$ cat src/sv/cgo_pkg.sv
// Package for the central-gravity orbit stepper: types, codes, constants and the
// saturating fixed-point helpers shared by the controller and the datapath.
// No dependencies.
`default_nettype none

package cgo_pkg;

    // Defaults for the top-level parameters
    localparam int NUM_BODIES_DEF = 2;
    localparam int FRAC_BITS_DEF  = 32;

    // Fixed field widths
    localparam int VAL_W   = 64;
    localparam int CFG_W   = 2;
    localparam int IN_W    = 4 * VAL_W;
    localparam int OUT_W   = 5 * VAL_W;
    localparam int DEN_W   = 3 * VAL_W;

    localparam logic [63:0] MAX_POS = 64'h7FFF_FFFF_FFFF_FFFF;
    localparam logic [63:0] MAX_NEG = 64'h8000_0000_0000_0000;

    // Opcodes of an input item
    localparam logic OP_TICK = 1'b0;
    localparam logic OP_LOAD = 1'b1;

    // Configuration register indexes
    typedef enum logic [CFG_W-1:0] {
        REG_GRAVITY   = 2'd0,
        REG_TIME_STEP = 2'd1,
        REG_CENTER_X  = 2'd2,
        REG_CENTER_Y  = 2'd3
    } cfg_reg_t;

    // Controller states
    typedef enum logic [2:0] {
        S_IDLE,
        S_TIME,
        S_DIFF,
        S_GO,
        S_WAIT,
        S_OUT
    } ctrl_state_t;

    // Per-body work steps, in issue order
    typedef enum logic [3:0] {
        ST_DXX,   // dx^2
        ST_DYY,   // dy^2, summed into d2
        ST_SQRT,  // r = floor(sqrt(d2))
        ST_RR,    // r^2
        ST_RRR,   // r^3
        ST_GX,    // GM*|dx|
        ST_DIVX,  // ax
        ST_GY,    // GM*|dy|
        ST_DIVY,  // ay
        ST_AX,    // vx += ax*dt
        ST_AY,    // vy += ay*dt
        ST_VX,    // px += vx*dt
        ST_VY     // py += vy*dt
    } step_t;

    // Controller to datapath
    typedef struct packed {
        logic  load_we;
        logic  time_en;
        logic  diff_en;
        logic  body_inc;
        logic  go;
        logic  wb;
        step_t step;
    } cgo_cmd_t;

    // Datapath to controller
    typedef struct packed {
        logic done;
        logic root_zero;
        logic last_body;
    } cgo_status_t;

    function automatic step_t next_step(input step_t s);
        step_t n;
        unique case (s)
            ST_DXX:  n = ST_DYY;
            ST_DYY:  n = ST_SQRT;
            ST_SQRT: n = ST_RR;
            ST_RR:   n = ST_RRR;
            ST_RRR:  n = ST_GX;
            ST_GX:   n = ST_DIVX;
            ST_DIVX: n = ST_GY;
            ST_GY:   n = ST_DIVY;
            ST_DIVY: n = ST_AX;
            ST_AX:   n = ST_AY;
            ST_AY:   n = ST_VX;
            ST_VX:   n = ST_VY;
            default: n = ST_VY;
        endcase
        return n;
    endfunction

    // Magnitude of a two's complement value (most negative gives 2^63)
    function automatic logic [63:0] mag_of(input logic [63:0] v);
        return v[63] ? (~v + 64'd1) : v;
    endfunction

    // Returns {overflow, value}
    function automatic logic [64:0] add_sat(input logic [63:0] a, input logic [63:0] b);
        logic [63:0] s;
        logic        ov;
        s  = a + b;
        ov = (a[63] == b[63]) && (s[63] != a[63]);
        return ov ? {1'b1, (a[63] ? MAX_NEG : MAX_POS)} : {1'b0, s};
    endfunction

    function automatic logic [64:0] sub_sat(input logic [63:0] a, input logic [63:0] b);
        logic [63:0] d;
        logic        ov;
        d  = a - b;
        ov = (a[63] != b[63]) && (d[63] != a[63]);
        return ov ? {1'b1, (a[63] ? MAX_NEG : MAX_POS)} : {1'b0, d};
    endfunction

    // Sign plus magnitude to saturated signed value; returns {overflow, value}
    function automatic logic [64:0] sat_signed(input logic neg, input logic [63:0] mag,
                                               input logic big);
        logic [64:0] r;
        if (!neg) begin
            r = (big || mag[63]) ? {1'b1, MAX_POS} : {1'b0, mag};
        end
        else begin
            r = (big || (mag > MAX_NEG)) ? {1'b1, MAX_NEG} : {1'b0, ~mag + 64'd1};
        end
        return r;
    endfunction

endpackage

`default_nettype wire

$ cat src/sv/cgo_ctrl.sv
// Controller of the orbit stepper: accepts items, sequences the per-body work
// steps and hands results out. Depends on cgo_pkg.
`default_nettype none

module cgo_ctrl (
    input  wire logic                 clk,
    input  wire logic                 rst_n,
    input  wire logic                 in_valid,
    input  wire logic                 in_opcode,
    output logic                      in_ready,
    output logic                      out_valid,
    input  wire logic                 out_ready,
    input  wire cgo_pkg::cgo_status_t status,
    output cgo_pkg::cgo_cmd_t         cmd
);
    import cgo_pkg::*;

    ctrl_state_t state_reg, state_next;
    step_t       step_reg, step_next;

    // State register
    always_ff @(posedge clk or negedge rst_n)
    begin
        if (!rst_n) begin
            state_reg <= S_IDLE;
            step_reg  <= ST_DXX;
        end
        else begin
            state_reg <= state_next;
            step_reg  <= step_next;
        end
    end

    // Next state and commands
    always_comb
    begin
        state_next   = state_reg;
        step_next    = step_reg;
        cmd          = '0;
        cmd.step     = step_reg;
        in_ready     = 1'b0;
        out_valid    = 1'b0;
        unique case (state_reg)
            S_IDLE: begin
                in_ready = 1'b1;
                if (in_valid) begin
                    if (in_opcode == OP_LOAD) begin
                        cmd.load_we = 1'b1;
                    end
                    else begin
                        state_next = S_TIME;
                    end
                end
            end
            S_TIME: begin
                cmd.time_en = 1'b1;
                state_next  = S_DIFF;
            end
            S_DIFF: begin
                cmd.diff_en = 1'b1;
                step_next   = ST_DXX;
                state_next  = S_GO;
            end
            S_GO: begin
                cmd.go     = 1'b1;
                state_next = S_WAIT;
            end
            S_WAIT: begin
                if (status.done) begin
                    cmd.wb = 1'b1;
                    priority if (step_reg == ST_VY) begin
                        state_next = S_OUT;
                    end
                    else if (step_reg == ST_SQRT && status.root_zero) begin
                        // zero distance: no acceleration, go straight to velocity
                        step_next  = ST_AX;
                        state_next = S_GO;
                    end
                    else begin
                        step_next  = next_step(step_reg);
                        state_next = S_GO;
                    end
                end
            end
            S_OUT: begin
                out_valid = 1'b1;
                if (out_ready) begin
                    if (status.last_body) begin
                        state_next = S_IDLE;
                    end
                    else begin
                        cmd.body_inc = 1'b1;
                        state_next   = S_DIFF;
                    end
                end
            end
            default: begin
                state_next = S_IDLE;
            end
        endcase
    end

`ifndef SYNTHESIS
    a_go_then_wait: assert property (@(posedge clk) disable iff (!rst_n)
        state_reg == S_GO |=> state_reg == S_WAIT)
        else $error("unit start not followed by wait");
    a_wait_holds: assert property (@(posedge clk) disable iff (!rst_n)
        (state_reg == S_WAIT && !status.done) |=> (state_reg == S_WAIT && $stable(step_reg)))
        else $error("left wait without unit completion");
    a_last_to_idle: assert property (@(posedge clk) disable iff (!rst_n)
        (state_reg == S_OUT && out_ready && status.last_body) |=> state_reg == S_IDLE)
        else $error("tick did not end after last body");
`endif

endmodule

`default_nettype wire

$ cat config.mk
export PLATFORM = sky130hd
export DESIGN_NAME = cgo_ctrl
export DESIGN_NICKNAME = d
export VERILOG_FILES = /design/src/sv/cgo_pkg.sv /design/src/sv/cgo_ctrl.sv
export SDC_FILE = /design/constraint.sdc
export NUM_CORES = 1
export LEC_CHECK = 0
export BUFFER_PORTS_ARGS = -buffer_cell sky130_fd_sc_hd__buf_2
export CAP_MARGIN = 0
export CORE_AREA = 2 2 39 41
export DETAILED_ROUTE_END_ITERATION = 8
export DIE_AREA = 0 0 41 43
export GPL_TIMING_DRIVEN = 0
export PLACE_DENSITY = 0.7
export SLEW_MARGIN = 20
export SYNTH_ARGS = -nofsm -noshare
export SYNTH_HDL_FRONTEND = slang
export SYNTH_SLANG_ARGS = --single-unit
$ cat constraint.sdc
create_clock -name clk -period 3.1 [get_ports clk]
set_input_delay 0.155 -clock clk [delete_from_list [all_inputs] [get_ports clk]]
set_output_delay 0.155 -clock clk [all_outputs]
set_load 0.01 [all_outputs]
Word level (Yosys, flattened, before mapping)
Memories as Yosys holds them, arrays and structs flattened.
Index checks and enable logic that the tools add are counted.
- eq/ne operators: 12
- multiplexer cells: 24
- reduce and logical (&&, ||, !) cells: 5
- operators by type and width (kind ; count):
    case mux 3 bit (6 select lines) ; 1
    2-to-1 mux 3 bit ; 5
    2-to-1 mux 1 bit ; 13
    2-to-1 mux 4 bit ; 3
    != test 2 bit, second input constant ; 5
    case mux 4 bit (2 select lines) ; 1
    equality test 3 x 2 -> 1 bit, second input constant ; 2
    equality test 3 bit, second input constant ; 2
    equality test 4 x 2 -> 1 bit, second input constant ; 1
    equality test 4 bit, second input constant ; 1
    AND reduction 4 bit ; 1
    equality test 3 x 1 -> 1 bit, second input constant ; 1
    logical NOT 3 bit ; 1
    AND reduction 3 bit ; 1
    2-to-1 mux 2 bit ; 1
    nonzero test 2 bit ; 1
    logical AND 1 bit ; 1
- bits in registers: 7
- ROM bits: 64
- input port bits: 8
- output and inout port bits: 12
- word-level logic and storage cells: 44
- memories kept: 1
- memories (name ; depth ; bits a word ; read ports ; clocked after Yosys merged registers in ; write ports ; line ; text):
    (no name shown) ; 16 ; 4 ; 1 ; 0 ; 0 ; cgo_pkg.sv:81 ; unique case (s)

Longest topological paths before layout
- word-level depth: 6
- mapped depth: 5
- mapped depth without buffers: 5

Worst setup path after synthesis
No wires, ideal clock.
- path type: flip-flop to flip-flop
- start: register step_reg[0]
- end: register step_reg[1]
- library setup time: 0.125 ns
- arrival time: 1.290 ns
- required time: 2.975 ns
- setup slack: 1.685 ns
- stages on the path, launching flop included: 6
- buffers on the path: 0
- clock period less this slack: 1.415 ns
- path through: dfrtp_1 inv_1 ha_1 nand3_1 a21oi_2 mux2_4
- word-level cells in the longest chain between the ends: 6
- elaborated cells between the ends (all ways): 10
- RTL lines (item ; line ; text):
    from (decl) ; cgo_ctrl.sv:19 ; step_t step_reg, step_next;
    from (signal assigned) ; cgo_ctrl.sv:30 ; step_reg <= step_next;
    branches (longest 6 deep; another with memory read (16 x 4 bit)) ; n/a ;
Parallel ways; which one is timed is not known. The select of a mux whose other input is x is not followed.
A chain may end at the register's enable or synchronous reset.

Worst setup path in the final report
Ends and elaborated chain as after synthesis.

==> flow_metrics.py <==
metrics = {
    "power_and_ir_drop": {
        "highest_ir_drop_seen_on_vdd_mv": 0.371,
        "pleak_uw": 0.000364,
        "power.density_nw_per_um2": 681,
    },
    "detailed_routing": {
        "route.detailed.wl_per_inst_um": 11.3,
        "dr_wl_met3_um": 50,
        "routed_vias_inst": 5.27,
        "antenna_left": 0,
        "detail_route.drc_violations": 0,
        "highest-signal-layer": "met3",
        "drt_first_pass_iters": 4,
        "drt_first_iter_violations": 9,
        "wire_length_on_met1_um": 523,
        "dr_wl_met2_um": 548,
        "final_wirelength_um": 1120,
        "num_vias": 522,
    },
    "timing": {
        "final.min_clock_period_ns": 1.58,
        "grt_setup_unrepaired": "no",
        "period_share_pct": 50.9,
        "fmax_mhz": 634,
        "setup_viol": 0,
        "slew_headroom_pct": 71.3,
        "fin_skew_ns": 0.00449,
        "drv_slew": 0,
        "hold_viol_final": 0,
        "worst_slew_pin_slew_ns": 0.425,
        "setup_total_negative_slack_ns": 0,
    },
    "synth": {
        "synth_top_flop_cell": "sky130_fd_sc_hd__dfrtp_1",
        "number_of_synthesized_register_bits": 7,
        "synth.lib_cells_used.distinct": 34,
        "asyncSetResetFlopFracSynth_pct": 100,
        "mappedNetlistArea_um2": 558,
        "syn_avg_cell_area_um2": 9.46,
        "share_of_the_yosys_chip_area_belonging_to_registers_pct": 31.4,
        "synthesis.yosys.warnings": 0,
        "syn-num-nets": 71,
        "postSynthCellCount": 59,
        "synth_edf_count": 0,
    },
    "global_routing": {
        "groute.usage.overall_pct": 16.1,
        "wire_length_of_the_first_global_routing_pass_um": 1910,
        "via_count_of_the_first_global_routing_pass": 470,
        "grt_remaining_overflow": 0,
        "grt_max_degree": 11,
        "antenna_found_initial": 0,
    },
    "floorplanning": {
        "floorplan.initialDensity_pct": 40.3,
        "chipWidth_um": 41,
        "dieHeight_um": 43,
        "rows": 14,
        "core_region_area_um2": 1380,
        "die-area_um2": 1760,
        "top_level_ports": 20,
    },
    "finish": {
        "largest_reg_flops": 4,
        "layout-drive-gt1-share_pct": 38.6,
        "layout_overhead_on_the_synthesized_area_pct": 27.1,
        "antenna_cells": 0,
        "postLayoutCellArea_um2": 709,
        "nets": 96,
    },
    "setup_path": {
        "worstSetupPathType": "reg2reg",
        "critical_path_fanouts_max": 6,
        "cp.required_ns": 3.23,
        "worstPathArrival_ns": 1.70,
        "critPathLaunchType": "register",
        "worst_setup_path_end_kind": "register",
    },
    "cts": {
        "cts_buffer_depth": 2,
        "clk_transition_reported_paths_ns": 0.05,
        "clock_latency_ns": 0.25,
        "clock_tree.htree_level_count": 1,
        "post-cts-setup-buffer-count": 0,
        "cts_made_buffers": 3,
        "clock_sink_count": 7,
        "clock_tree.root_cell": "sky130_fd_sc_hd__clkbuf_4",
        "tritoncts_clock_tree": "built",
    },
    "run": {
        "maxCapViolations": 0,
    },
    "worst_hold_path": {
        "hold_path_class": "in2reg",
    },
    "placement": {
        "total_placed_instance_area_um2": 673,
        "post-dp-hpwl_um": 898,
        "place_congestion": 0.731,
        "port_buf_inserts": 19,
    },
    "outcome": {
        "run_status": "complete, no violations",
    },
}
metal layers:
metal | GRT usage (%) | up-vias
met5 | 0 | -
met4 | 2.00 | 0
met3 | 9.42 | 0
met2 | 20.9 | 6
met1 | 23.3 | 254
li1 | - | 262
cell usage in the layout (no fill, tap or decap), drive strengths merged, types with 2 or more instances in the layout:
| master | n |
|---|---|
| nand2 | 2 |
| nor2b | 2 |
| buf | 22 |
| ha | 4 |
| dfrtp | 7 |
| a21oi | 5 |
| a21bo | 2 |
| nor3b | 2 |
| o21ai | 3 |
| and2 | 2 |
| inv | 6 |
| and3 | 2 |
| clkbuf | 4 |
through the flow:
stage	instances	hold WS, ns	util [%]	setup slack, ns	power, µW
floorplan	59	-0.141	-	1.68	332
global placement	94	-0.00767	48.6	1.58	398
detailed placement	94	-0.00429	48.6	1.57	404
CTS	99	0.249	51.3	1.53	488
global route	99	0.270	51.3	1.38	529
finish	99	0.253	51.3	1.52	483
final timing paths:
kind | start | end | slack (ns) | cells past startpoint
worst max-delay path | step_reg[0] | step_reg[1] | 1.52 | 5
worst min-delay path | out_ready | state_reg[2] | 0.25 | 3
worst max register to register | step_reg[0] | step_reg[1] | 1.52 | 5
worst min register to register | state_reg[1] | state_reg[1] | 0.59 | 2
max in group asynchronous | rst_n | state_reg[0] | 2.68 | 2
min in group asynchronous | rst_n | step_reg[2] | 0.26 | 2
power by group:
group | switching (µW) | internal, µW
sequential | 22.1 | 116
clock | 31.3 | 49.0
combinational | 137 | 128
total | 190 | 293
synth_stat cells (all sizes together), types with 2 or more instances:
cell,instances,area (µm²)
a21oi,5,28.8
inv,6,22.5
and3,2,12.5
nor3b,2,20.0
buf,3,21.3
nor2b,2,12.5
o21ai,3,15.0
and2,2,12.5
a21bo,2,20.0
dfrtp,7,175
ha,4,50.1
nand2,2,7.51
repair_timing:
item                                   in CTS  in global routing
endpoints found under the hold margin       7                  0
hold buffers                                1                  0
setup endpoints to repair                   0                  0
resized for setup                           0                  0
final cells by class:
class                      count  area [µm²]
buffer                         3        21.3
clock buffer                   4        26.3
fill                         135         674
inverter                       6        22.5
multi-input combinational     43         339
sequential                     7         175
tap                           16        20.0
timing repair buffer          20         105
logic make-up after synthesis:
family	after synthesis	share of synthesized area, %
simple gates	19	24.2
mux	1	2.69
flops	7	31.4
xor+xnor	1	1.57
fa+ha+maj	4	8.97
buf+inv	9	7.85
compound gates	18	23.3
worst max-delay path: stages, from the launching register on:
cell and delay (ns):
sky130_fd_sc_hd__dfrtp_1 0.42, sky130_fd_sc_hd__inv_1 0.10, sky130_fd_sc_hd__ha_1 0.18, sky130_fd_sc_hd__nor4bb_1 0.37, sky130_fd_sc_hd__nor4_1 0.10, sky130_fd_sc_hd__mux2_4 0.28
Power figures use the tool's default switching activity.
